[config.mk]
export PLATFORM = sky130hd
export DESIGN_NAME = kfht_mod
export DESIGN_NICKNAME = d
export VERILOG_FILES = /design/src/hdl/kfht_pkg.sv /design/src/hdl/kfht_mod.sv
export SDC_FILE = /design/constraint.sdc
export NUM_CORES = 1
export LEC_CHECK = 0
export BUFFER_PORTS_ARGS = -buffer_cell sky130_fd_sc_hd__buf_2
export CAP_MARGIN = 30
export CORE_ASPECT_RATIO = 1.25
export CORE_MARGIN = 1
export CORE_UTILIZATION = 35
export CTS_BUF_LIST = sky130_fd_sc_hd__clkbuf_8
export CTS_CLUSTER_DIAMETER = 80
export DETAILED_ROUTE_END_ITERATION = 6
export PLACE_DENSITY_LB_ADDON = 0.25
export SETUP_SLACK_MARGIN = 0.4
export SLEW_MARGIN = 25
export SYNTH_ARGS = -nofsm -noshare
export SYNTH_HDL_FRONTEND = slang
export SYNTH_SLANG_ARGS = --single-unit
[constraint.sdc]
create_clock -name i_clk -period 2.7 [get_ports i_clk]
set_input_delay 0.54 -clock i_clk [delete_from_list [all_inputs] [get_ports i_clk]]
set_output_delay 0.54 -clock i_clk [all_outputs]
set_load 0.03 [all_outputs]
[src/hdl/kfht_pkg.sv]
// Package: shared types, constants and hash helpers for the key frequency hash table.
package kfht_pkg;

    localparam int unsigned NumBucketsDef = 256;
    localparam int unsigned WaysDef       = 8;
    localparam logic [31:0] HashMul       = 32'h045d9f3b;
    localparam int unsigned HashShift     = 16;
    localparam logic [8:0]  BucketCountRst = 9'd256;

    localparam logic       CmdInsert = 1'b0;
    localparam logic       CmdLookup = 1'b1;
    localparam logic [0:0] RegBucketCount = 1'b0;

    typedef enum logic [3:0] {
        t_st_idle,
        t_st_mix1,
        t_st_mul1,
        t_st_mix2,
        t_st_mul2,
        t_st_fin,
        t_st_mod,
        t_st_fill,
        t_st_rd,
        t_st_cmp,
        t_st_upd,
        t_st_out,
        t_st_clr
    } t_state;

    typedef struct packed {
        logic start;
        logic done;
    } t_mod_ctl;

    function automatic logic [31:0] xs16(input logic [31:0] x);
        xs16 = x ^ (x >> HashShift);
    endfunction

endpackage

[src/hdl/kfht_mod.sv]
// Restoring divider remainder: one quotient bit per cycle, 32 steps.
module kfht_mod import kfht_pkg::*; #(
    parameter int unsigned DW = 9
) (
    input  logic          i_clk,
    input  logic          i_rst_n,
    input  logic          i_start,
    input  logic [31:0]   i_num,
    input  logic [DW-1:0] i_div,
    output logic          o_done,
    output logic [DW-1:0] o_rem
);
    logic [31:0] r_num, n_num;
    logic [DW:0] r_rem, n_rem;
    logic [5:0]  r_cnt, n_cnt;
    logic        r_busy, n_busy;
    logic [DW:0] w_sh;

    always_comb begin
        w_sh   = {r_rem[DW-1:0], r_num[31]};
        n_num  = r_num;
        n_rem  = r_rem;
        n_cnt  = r_cnt;
        n_busy = r_busy;
        if (i_start) begin
            n_num  = i_num;
            n_rem  = '0;
            n_cnt  = 6'd0;
            n_busy = 1'b1;
        end else if (r_busy) begin
            n_num = {r_num[30:0], 1'b0};
            n_rem = (w_sh >= {1'b0, i_div}) ? w_sh - {1'b0, i_div} : w_sh;
            n_cnt = r_cnt + 6'd1;
            if (r_cnt == 6'd31) begin
                n_busy = 1'b0;
            end
        end
    end

    always_ff @(posedge i_clk) begin
        if (!i_rst_n) begin
            r_busy <= 1'b0;
            r_cnt  <= '0;
        end else begin
            r_busy <= n_busy;
            r_cnt  <= n_cnt;
        end
        r_num <= n_num;
        r_rem <= n_rem;
    end

    assign o_done = r_busy && r_cnt == 6'd31;
    assign o_rem  = n_rem[DW-1:0];
endmodule

# Word-level counts from Yosys, hierarchy flattened
# Index checks and enable logic that the tools add are counted.
# totals
regBits	48
latchBits	0
mem_bits_rw	0
mem_bits_ro	0
word_cells	20
memories	0
# classes
add_sub_neg	2
n_mul	0
div_mod_pow	0
magnitude_cmp	1
eq_ne	1
shifts	0
n_mux	8
bitwise	1
n_reduce_logical	3
# ops
op	n
two-way mux 32 bit	2
two-way mux 9 bit	3
greater-or-equal comparator 10 x 9 -> 1 bit	1
subtractor 9 bit	1
adder 6 x 1 -> 6 bit (second input constant)	1
== test 6 x 5 -> 1 bit (second input constant)	1
two-way mux 1 bit	3
nonzero test 2 bit	1
OR reduction 2 bit	1
logical AND 1 bit	1
inverter 1 bit	1

# Depth between registers and ports, before layout
# Gate-level depths: netlist of run 1.
# logic_depth
depth_word	4
mapped_depth	10
depth_no_buf	9

# Least setup slack after synthesis of run 1
# OpenSTA, ideal clock, no wires.
# synth_path
path_kind	input to output
startpoint	in i_div[0]
endpoint	out o_rem[5]
arrival_ns	2.981
t_required_ns	2.160
path_slack_ns	-0.821
stages	9
n_path_buf	1
path_cell_list	ha_1 -> inv_1 -> fa_1 -> a211oi_4 -> o31ai_4 -> a211oi_4 -> buf_6 -> nand2_1 -> a311oi_1
# synth_via
elab_chain_len	4
elab_cells_between_ends	5
classes_between	add/sub (1); order compare (1); mux (3)
# synth_rtl
element	line	rtl
start, declared	kfht_mod.sv:9	input logic [DW-1:0] i_div,
subtractor 9 bit / greater-or-equal comparator 10 x 9 -> 1 bit (equally long branches)	kfht_mod.sv:32	n_rem = (w_sh >= {1'b0, i_div}) ? w_sh - {1'b0, i_div} : w_sh;
two-way mux 9 bit (*)	kfht_mod.sv:32	
two-way mux 9 bit (*)	kfht_mod.sv:30	end else if (r_busy) begin
two-way mux 9 bit (*)	kfht_mod.sv:25	if (i_start) begin
end, declared	kfht_mod.sv:11	output logic [DW-1:0] o_rem
# Mark *: on every way between the ends. The rest lies on a longest branch, timed or not.

# Worst setup path after layout of run 1
# layout_path
startpoint	reg r_num[31]
endpoint	out o_rem[6]
# layout_via
elab_chain_len	4
elab_cells_between_ends	5
classes_between	add/sub (1); order compare (1); mux (3)
# layout_rtl
element	line	rtl
start, declared	kfht_mod.sv:13	logic [31:0] r_num, n_num;
start signal, assigned	kfht_mod.sv:48	r_num <= n_num;
subtractor 9 bit / greater-or-equal comparator 10 x 9 -> 1 bit (equally long branches)	kfht_mod.sv:32	
two-way mux 9 bit (*)	kfht_mod.sv:32	
two-way mux 9 bit (*)	kfht_mod.sv:30	
two-way mux 9 bit (*)	kfht_mod.sv:25	
# Marked as above.

==> impl_results.md, run 1 <==
- Post-synth cell types: 45
- Clock-pin slew on the worst setup and hold paths: 0.09 ns
- Detail Route Antenna Nets: 0
- Post-route DRC violation count: 0
- HP Class: in2reg
- P_leak: 1.44 nW
- Placed instance area: 3260 um^2
- Mapped Cells: 210
- First-pass GRT wire length: 8740 um
- Clk sinks: 48
- Initial DRC Count: 55
- Data required, critical path: 2.16 ns
- Sequential share of power: 0.447
- DR pass1 iterations: 4
- Failing checks: setup timing
- Core area: 7020 um^2
- RSZ-0062 raised after global routing: yes
- VDD IR-drop max: 225 uV
- Avg Inst Size Synth: 12.2 um^2
- #FFs+latches synth: 48
- Ratio of final minimum period to clock period: 1.24
- Run status: complete, but fails checks
- Setup Slack @ Placement: -0.552 ns
- Final setup vio count: 9
- Pwr dens: 569 nW/um^2
- Area growth syn-to-layout: 36.2%
- Switching share of total power: 0.272
- Clock Latency Late Sink: 0.29 ns
- Critical path launch point type: register
- Clock power frac: 0.273
- Fin. Hold Viols: 0
- EDFF count, synth: 32
- Overall Power: 1.99 mW
- PortBufs: 53
- Comb pwr share: 0.279
- Final GP Congestion: 0.920
- CTS root buf: clkbuf_8
- Clock Skews: 0.00568 ns
- Slew Viols, Final: 0
- CP max FO: 7
- Post-Syn Area: 2560 um^2
- Vias in the first global route: 1898
- Critical path type: reg2out
- WHS: 0.465 ns
- Fin crit period: 3.34 ns
- Number of buffers created by CTS: 5
- Final WL: 5330 um
- Total gr overflow: 0
- # IOs: 54
- Slew HR: 0.669
- Via Count: 1860
- Vias/cell: 4.87
- Number of buffers on the longest clock path: 2
- Setup crit end kind: primary output
- Final Core Density: 0.498
- Fmax: 0.300 GHz
- Worst Path Arrival: 2.80 ns
- Synth Warn #: 0
- Initial Utilization: 0.365
- Row cnt: 34
- N_diodes: 0
- Layout cells sized above 1: 0.521
- Die area: 7680 um^2
- Final instance area: 3490 um^2
- Async SR Flop Fraction: 0
- Power Internal: 1.45 mW
- Initial antenna violation count: 0
- Switch Pwr: 0.542 mW
- Worst-margin pin slew: 0.496 ns
- Primary FF master, synth: edfxtp_1
- Die Y: 97.7 um
- CTS tree: done
- Tot GR Track Use: 0.146
- Final net count: 346
- Post-DP HPWL: 4040 um
- Routed WL per cell: 14.0 um
- Setup ws final: -0.637 ns
- Seq/Total Area, Yosys: 0.500
- Largest net degree at the start of global routing: 33
- Syn nets: 265
- CTS HTree Levels: 2
- Max Cap Viol: 0
- Chip width: 78.6 um
- Hold Buf Count CTS: 0
==> cell usage in the layout, fill, tap and decap left out, types with 2 or more instances in the layout <==
cell type and instances:
a211oi_4 6, a21oi_1 6, a311oi_4 4, buf_2 44, buf_4 32, buf_6 8, clkbuf_8 6, dfxtp_1 16
edfxtp_1 32, ha_1 9, inv_1 10, inv_2 2, mux2_2 32, mux2i_1 3, mux2i_4 2, nand2_1 8
nand2_4 2, nand2b_1 3, nand3_1 3, nand3b_1 2, nand4_1 3, nand4b_1 2, nor2_1 16, o211ai_1 2
o21a_1 2, or2_2 2, xnor2_1 2, xor2_1 6
==> power groups by stage <==
stage               registers [mW]  clock network (mW)  logic, mW
global route                 0.898               0.591      0.600
finish                       0.890               0.544      0.555
floorplan                    0.896                   0      0.348
detailed placement           0.907                   0      0.504
CTS                          0.892               0.573      0.555
global placement             0.905                   0      0.498
==> critical path: stages, from the launching register on <==
cell	delay, ns
edfxtp_1	0.44
inv_2	0.10
ha_4	0.13
inv_2	0.03
fa_2	0.36
a211oi_4	0.29
o31ai_4	0.12
a211oi_4	0.27
buf_6	0.17
mux2i_1	0.11
a211oi_4	0.27
buf_4	0.21
==> state kept, by name, indices dropped and copies added (netlist names) <==
register	cells
r_busy	1
r_cnt	6
r_num	32
r_rem	9
==> synthesized netlist by cell type (all sizes together) (2+ instances only) <==
master	count	area, um^2
edfxtp	32	961
mux2	32	360
dfxtp	16	320
nor2	16	60.1
inv	12	45.0
ha	10	125
nand2	10	37.5
clkbuf	8	30.0
a211oi	7	77.6
a21oi	7	38.8
mux2i	6	60.1
xor2	6	52.6
a311oi	5	43.8
buf	3	27.5
nand2b	3	18.8
nand3	3	15.0
nand4	3	18.8
a21o	2	16.3
nand3b	2	15.0
nand4b	2	17.5
o211ai	2	15.0
o21a	2	15.0
or2	2	12.5
xnor2	2	17.5
==> area by class of cell <==
cell class              instances  area [um^2]
inverters                      12         45.0
fillers                       653         3520
clock buffers                   6         82.6
flip-flops and latches         48         1280
repair buffers                 85          571
multi-input cells             139         1360
well taps                      90          113
clock inverters                 2         38.8
==> metal layers <==
metal / GRT usage / wire [um] / share of wire
met5: 0 / 0 / 0
met4: 0.0527 / 68 / 0.013
met3: 0.0310 / 242 / 0.045
met2: 0.245 / 2630 / 0.49
met1: 0.183 / 2390 / 0.45
==> metrics by stage <==
stage                     std cells  TNS [ns]
after floorplan                 210     -2.62
after global placement          371     -4.04
after detailed placement        371     -4.44
after CTS                       381     -5.58
after global routing            382     -6.45
final                           382     -5.33
==> kinds of logic (layout without fill, tap and decap cells) <==
group                      after synthesis  count (layout)  share of synthesized area
muxes                                   38              38                      0.164
adders and majority gates               11              11                     0.0566
xor gates and xnor gates                 8               8                     0.0273
AOI/OAI and AO/OA                       32              32                      0.110
and+or+nand+nor                         50              50                      0.103
DFF                                     48              48                      0.500
buffers and inverters                   23             105                     0.0400
==> worst paths after layout <==
kind / startpoint / endpoint / slack (ns) / depth (start not counted)
worst min register to register: r_cnt[5]$_SDFFE_PP0P_ / r_cnt[5]$_SDFFE_PP0P_ / 0.52 / 2
worst max register to register: r_num[31]$_DFFE_PP_ / r_rem[0]$_DFF_P_ / 0.18 / 11
worst max-delay path: r_num[31]$_DFFE_PP_ / o_rem[6] / -0.64 / 11
worst min-delay path: i_rst_n / r_busy$_SDFF_PN0_ / 0.46 / 2
==> repair_timing <==
item / CTS / global route
resized for setup: 25 / 2
buffers inserted: 2 / 1
endpoints found under the setup margin: 18 / 18
pin swaps: 6 / 1
cloned: 0 / 0
Note: power is estimated with default switching activity, not from simulation.
==> inputs of run 2 (changes only) <==
==> constraint.sdc (replaced) <==
create_clock -name i_clk -period 3 [get_ports i_clk]
set_input_delay 0.6 -clock i_clk [delete_from_list [all_inputs] [get_ports i_clk]]
set_output_delay 0.6 -clock i_clk [all_outputs]
set_load 0.03 [all_outputs]
==> run 2 against run 1 <==
Final cell count decreased by 1.3%. First-iteration DRC count up 36%. Non-clock buffer count is 5 lower. Sequential share of layout area increased by 0.74 points. Clock skew increased by 0.00068 ns. The run still ends with setup timing left. Routed wire length decreased by 1.7%. Clock-buffer cell count down 1. Global-route usage about the same. Setup slack better by 0.22 ns. Critical path depth unchanged. Highest routed layer unchanged. Hold slack improved by 0.044 ns.
==> impl_results.md, run 2 (synthesized netlist as in run 1, its figures left out) <==
- Clock Skews: 0.00637 ns (+0.000681 ns)
- Initial antenna violation count: 0 (unchanged)
- Slew HR: 0.659 (-0.0100)
- N_diodes: 0 (unchanged)
- Reg2Reg Setup Slack: 0.56 ns (+0.38 ns)
- Largest net degree at the start of global routing: 33 (unchanged)
- Fillers: 652 (-0.15%)
- Detail Route Antenna Nets: 0 (unchanged)
- Final WL: 5240 um (-1.7%)
- Final net count: 341 (-1.4%)
- Fmax: 0.293 GHz
- Post-DP HPWL: 3900 um (-3.4%)
- RSZ-0062 raised after global routing: yes
- Area growth syn-to-layout: 33.6%
- Slowest cell on crit path: edfxtp_1
- Clk sinks: 48 (unchanged)
- Chip width: 78.6 um (unchanged)
- CTS HTree Levels: 2 (unchanged)
- Final GP Congestion: 0.840 (-8.7%)
- Slew Viols, Final: 0 (unchanged)
- Tot GR Track Use: 0.146 (-0.000225)
- Post-route DRC violation count: 0 (unchanged)
- First-pass GRT wire length: 8760 um (+0.32%)
- Fin crit period: 3.42 ns
- Worst path cell trace: inv_2 > ha_4 > inv_2 > fa_2 > a211oi_4 > o31ai_4 > a211oi_4 > buf_6 > mux2i_2 > a211oi_4 > buf_2
- Layout cells sized above 1: 0.519 (-0.00138)
- P_leak: 1.40 nW (-3.2%)
- CTS root buf: clkbuf_8
- Final setup vio count: 9 (unchanged)
- Largest regs: r_num (32), r_rem (9), r_cnt (6)
- Largest Register: r_num
- Data required, critical path: 2.40 ns (+0.24 ns)
- Setup crit end kind: primary output
- HP Class: reg2reg
- Vias/cell: 4.86 (-0.25%)
- Die Y: 97.7 um (unchanged)
- Initial DRC Count: 75 (+36%)
- Row cnt: 34 (unchanged)
- Critical path type: reg2out
- VDD IR-drop max: 278 uV (+23%)
- Initial Utilization: 0.365 (unchanged)
- Core area: 7020 um^2 (unchanged)
- Total gr overflow: 0 (unchanged)
- DR pass1 iterations: 4 (unchanged)
- Number of buffers created by CTS: 5 (unchanged)
- Worst Path Arrival: 2.82 ns (+0.02 ns)
- Worst path max stage delay: 0.44 ns (about the same)
- Setup ws final: -0.417 ns (+0.220 ns)
- Overall Power: 1.77 mW (-11%)
- Routed WL per cell: 13.9 um (-0.38%)
- Vias in the first global route: 1912 (+0.74%)
- Ratio of final minimum period to clock period: 1.14
- Placed insts: 364 (-1.9%)
- Commonest non-fill, non-tap cells in the layout: buf_2 (46), mux2_2 (32), edfxtp_1 (32)
- Clock Latency Late Sink: 0.30 ns (about the same)
- Fin. Hold Viols: 0 (unchanged)
- Clock-pin slew on the worst setup and hold paths: 0.09 ns (about the same)
- PortBufs: 53 (unchanged)
- Run status: complete, but fails checks
- Layout Cells excl Fill: 377 (-1.3%)
- Commonest non-fill, non-tap cell in the layout: buf_2
- Number of flip-flops in the largest register: 32 (unchanged)
- Most frequent CP cell: a211oi_4
- Hold Buf Count CTS: 0 (unchanged)
- # IOs: 54 (unchanged)
- Die area: 7680 um^2 (unchanged)
- Max Cap Viol: 0 (unchanged)
- Failing checks: setup timing
- Via Count: 1831 (-1.6%)
- Worst-margin pin slew: 0.512 ns (+0.0157 ns)
- CTS tree: done
- Critical path launch point type: register
- CP max FO: 8 (+1)
- Pwr dens: 517 nW/um^2 (-9.3%)
- Number of buffers on the longest clock path: 2 (unchanged)
[run 2: cell count changes in the layout (fill, tap and decap cells not counted), sizes merged]
cell	before	now
clkbuf	6	5
inv	12	13
clkinvlp	0	1
buf	85	80
clkinv	1	0
[run 2: path summary, 6_finish.rpt]
kind                                       startpoint  depth (start not counted)                    end
worst max-delay path              r_num[31]$_DFFE_PP_                         11               o_rem[1]
worst max register to register    r_num[31]$_DFFE_PP_                         10       r_rem[1]$_DFF_P_
worst min-delay path            r_cnt[5]$_SDFFE_PP0P_                          2  r_cnt[5]$_SDFFE_PP0P_
worst min register to register  r_cnt[5]$_SDFFE_PP0P_                          2  r_cnt[5]$_SDFFE_PP0P_
[run 2: what timing repair did]
action / in CTS / in global routing
setup endpoints to repair: 9 / 9
gates resized for setup: 18 / 8
buffers inserted: 4 / 1
pin swaps: 8 / 2
[run 2: area by class of cell]
type                    count  area (um^2)  share of cell area
inverters                  12         45.0              0.0131
multi-input cells         139         1360               0.397
clock buffers               5         68.8              0.0201
flip-flops and latches     48         1280               0.374
repair buffers             80          512               0.149
clock inverters             3         46.3              0.0135
well taps                  90          113              0.0329
[run 2: worst max-delay path: cells and delay by family, from the launching register on]
| family | cells | cell delay (ns) |
|---|---|---|
| compound gates | 4 | 0.78 |
| buf+inv | 4 | 0.53 |
| fa+ha+maj | 2 | 0.49 |
| flops | 1 | 0.44 |
| mux | 1 | 0.28 |
[run 2: metal layers]
layer / track usage / vias to the layer above / routed length [um]
li1: - / 921 / -
met2: 0.250 / 49 / 2510
met5: 0 / - / 0
met4: 0.0641 / 0 / 86
met3: 0.0225 / 7 / 229
met1: 0.178 / 854 / 2420
[run 2: where the power goes]
part           total (mW)  leakage (nW)  internal [mW]  switching [mW]
registers           0.803         0.454          0.775          0.0272
logic               0.488         0.890          0.246           0.242
clock network       0.479        0.0548          0.251           0.228
total                1.77          1.40           1.27           0.497
[run 2: per-stage QoR]
stage | setup TNS [ns] | cell area [um^2] | hold slack [ns] | util | setup slack [ns]
finish | -3.41 | 3430 | 0.509 | 0.488 | -0.417
global route | -4.34 | 3430 | 0.521 | 0.488 | -0.513
floorplan | -1.00 | 2710 | 0.472 | - | -0.140
detailed placement | -2.93 | 3190 | 0.497 | 0.455 | -0.417
global placement | -2.61 | 3190 | 0.492 | 0.455 | -0.343
CTS | -3.53 | 3390 | 0.509 | 0.483 | -0.418
==> inputs of run 3 (changes only) <==
==> constraint.sdc (replaced) <==
create_clock -name i_clk -period 4.3 [get_ports i_clk]
set_input_delay 0.86 -clock i_clk [delete_from_list [all_inputs] [get_ports i_clk]]
set_output_delay 0.86 -clock i_clk [all_outputs]
set_load 0.03 [all_outputs]
==> run 3 against run 2 <==
The run now ends clean. Sequential power shrank 30%. Via count decreased by 3.5%. Clock power down 41%. Clock-buffer cell count up 1. Hold slack better by 0.0067 ns. Sequential cell count unchanged. Critical path depth unchanged. Setup slack better by 0.85 ns. Power shrank 36%. Clock skew increased by 0.0040 ns. Largest power group unchanged.
==> impl_results.md, run 3 (synthesized netlist as in run 1, its figures left out) <==
- PortBufs: 53 (unchanged)
- Worst-margin pin slew: 0.580 ns (+0.0680 ns)
- Initial antenna violation count: 0 (unchanged)
- Area growth syn-to-layout: 24.7%
- RSZ-0062 raised after global routing: yes
- HP Class: reg2reg
- Number of buffers created by CTS: 5 (unchanged)
- Hold depth: 2 (unchanged)
- Uppermost layer routed: met4
- Cell family with most CP delay: compound AO/OA/AOI/OAI gates
- Final GP Congestion: 0.757 (-9.9%)
- Critical path type: in2out
- DR pass1 iterations: 4 (unchanged)
- Final setup vio count: 0 (-9)
- Register area: 1280 um^2 (unchanged)
- Setup crit end kind: primary output
- Tot GR Track Use: 0.138 (-0.00794)
- Post-DP HPWL: 3530 um (-9.5%)
- Core area: 7020 um^2 (unchanged)
- Largest Register: r_num
- R2R cell count: 10 (unchanged)
- Initial DRC Count: 85 (+13%)
- Critical path launch point type: primary input
- Final WL: 4830 um (-7.9%)
- CTS HTree Levels: 2 (unchanged)
- Vias/cell: 4.92 (+1.3%)
- Number of buffers on the longest clock path: 2 (unchanged)
- Slew Viols, Final: 0 (unchanged)
- Clock-pin slew on the worst setup and hold paths: 0.09 ns (about the same)
- Hold Buf Count CTS: 0 (unchanged)
- Reg2Reg Setup Slack: 1.79 ns (+1.23 ns)
- Post-route DRC violation count: 0 (unchanged)
- Commonest non-fill, non-tap cells in the layout: buf_2 (43), mux2_2 (32), edfxtp_1 (32)
- Worst path buffer plus inverter count: 5 (+1)
- Detail Route Antenna Nets: 0 (unchanged)
- Worst min-delay path startpoint: r_cnt[5]$_SDFFE_PP0P_
- Commonest non-fill, non-tap cell in the layout: buf_2
- Die area: 7680 um^2 (unchanged)
- Initial Utilization: 0.365 (unchanged)
- # IOs: 54 (unchanged)
- Layout cells sized above 1: 0.494 (-0.0247)
- Critical R2R Capture: r_rem[8]$_DFF_P_
- Fillers: 669 (+2.6%)
- Row cnt: 34 (unchanged)
- Largest net degree at the start of global routing: 35 (+6.1%)
- WL met1: 2200 um (-9.1%)
- Ratio of final minimum period to clock period: 0.899
- Multi-input gate area in the final layout: 1280 um^2 (-6.2%)
- CP max FO: 3 (-5)
- Metal3 WL: 197 um (-14%)
- CTS root buf: clkbuf_8
- Slew HR: 0.613 (-0.0458)
- Die Y: 97.7 um (unchanged)
- N_diodes: 0 (unchanged)
- Vias in the first global route: 1804 (-5.6%)
- Worst path cell trace: buf_8 > ha_4 > inv_2 > fa_2 > a211oi_4 > buf_4 > buf_4 > o311ai_2 > a311o_2 > a311oi_2 > buf_4
- Clock Skews: 0.0104 ns (+0.00400 ns)
- Slowest cell on crit path: a311o_2
- Fin crit period: 3.87 ns
- P_leak: 1.29 nW (-7.8%)
- Largest regs: r_num (32), r_rem (9), r_cnt (6)
- VDD IR-drop max: 238 uV (-14%)
- Pwr dens: 353 nW/um^2 (-32%)
- Data required, critical path: 3.44 ns (+1.04 ns)
- Total gr overflow: 0 (unchanged)
- Worst path max stage delay: 0.43 ns (about the same)
- Most frequent CP cell: buf_4
- WL met2: 2360 um (-6.1%)
- First-pass GRT wire length: 8310 um (-5.1%)
- Clk sinks: 48 (unchanged)
- CTS tree: done
- Number of flip-flops in the largest register: 32 (unchanged)
- Fin. Hold Viols: 0 (unchanged)
- Post-route setup TNS: 0 ns (+3.41 ns)
- Clock Latency Late Sink: 0.30 ns (about the same)
- Via Count: 1766 (-3.5%)
- Run status: finished, final reports clean
- Chip width: 78.6 um (unchanged)
- Max Cap Viol: 0 (unchanged)
- WHS: 0.515 ns (+0.00665 ns)
- Hold path endpoint: r_cnt[5]$_SDFFE_PP0P_
- Worst Path Arrival: 3.01 ns (+0.19 ns)
- Fmax: 0.259 GHz
- Final net count: 323 (-5.3%)
- Routed WL per cell: 13.5 um (-3.3%)
- Worst r2r src: r_num[31]$_DFFE_PP_
-- run 3: cell count changes in the layout (fill, tap and decap cells not counted), sizes merged --
cell      change
buf          -18
bufinv        -1
clkbuf        +1
clkinvlp      +1
inv           -1
-- run 3: layout make-up --
cell class,instances,share of cell area
tap,90,0.0352
clock inverter,2,0.00469
inverter,12,0.0141
multi-input combinational,139,0.399
timing repair buffer,62,0.121
clock buffer,6,0.0258
sequential,48,0.401
-- run 3: per-stage QoR --
stage | util | area (um^2) | setup slack (ns) | instances | total power [mW]
after floorplan | - | 2610 | 0.414 | 210 | 0.757
after global placement | 0.423 | 2970 | 0.187 | 347 | 0.820
after detailed placement | 0.423 | 2970 | 0.139 | 347 | 0.821
after CTS | 0.449 | 3150 | 0.398 | 358 | 1.13
after global routing | 0.456 | 3200 | 0.329 | 359 | 1.19
final | 0.456 | 3200 | 0.434 | 359 | 1.13
-- run 3: routing by layer --
metal,vias up,track usage
li1,893,-
met1,835,0.169
met2,32,0.232
met3,6,0.0366
met4,0,0.0470
met5,-,0
-- run 3: what timing repair did --
item,in CTS,in global routing
gates resized for setup,17,13
pin swaps,13,9
setup buffers,3,1
endpoints found under the setup margin,8,9
-- run 3: report_power, final --
part | total, mW | internal (mW) | switching, mW
sequential | 0.562 | 0.541 | 0.0209
combinational | 0.286 | 0.144 | 0.142
clock | 0.282 | 0.130 | 0.151
-- run 3: worst max-delay path by stage --
stage,end,from,depth (start not counted),slack [ns]
floorplan,o_rem[5],i_div[0],9,0.41
finish,o_rem[8],i_div[0],11,0.43
global route,o_rem[7],i_div[0],11,0.33
detailed placement,o_rem[5],i_div[0],11,0.14
CTS,o_rem[0],i_div[0],11,0.40
global placement,o_rem[5],i_div[0],11,0.19
-- run 3: worst reg2reg max path, stage by stage (launching register included) --
cell	delay (ns)
edfxtp_1	0.44
inv_2	0.10
ha_4	0.14
inv_2	0.04
fa_2	0.36
a211oi_4	0.29
buf_4	0.16
buf_4	0.10
o311ai_2	0.10
a311o_2	0.43
a311oi_2	0.26
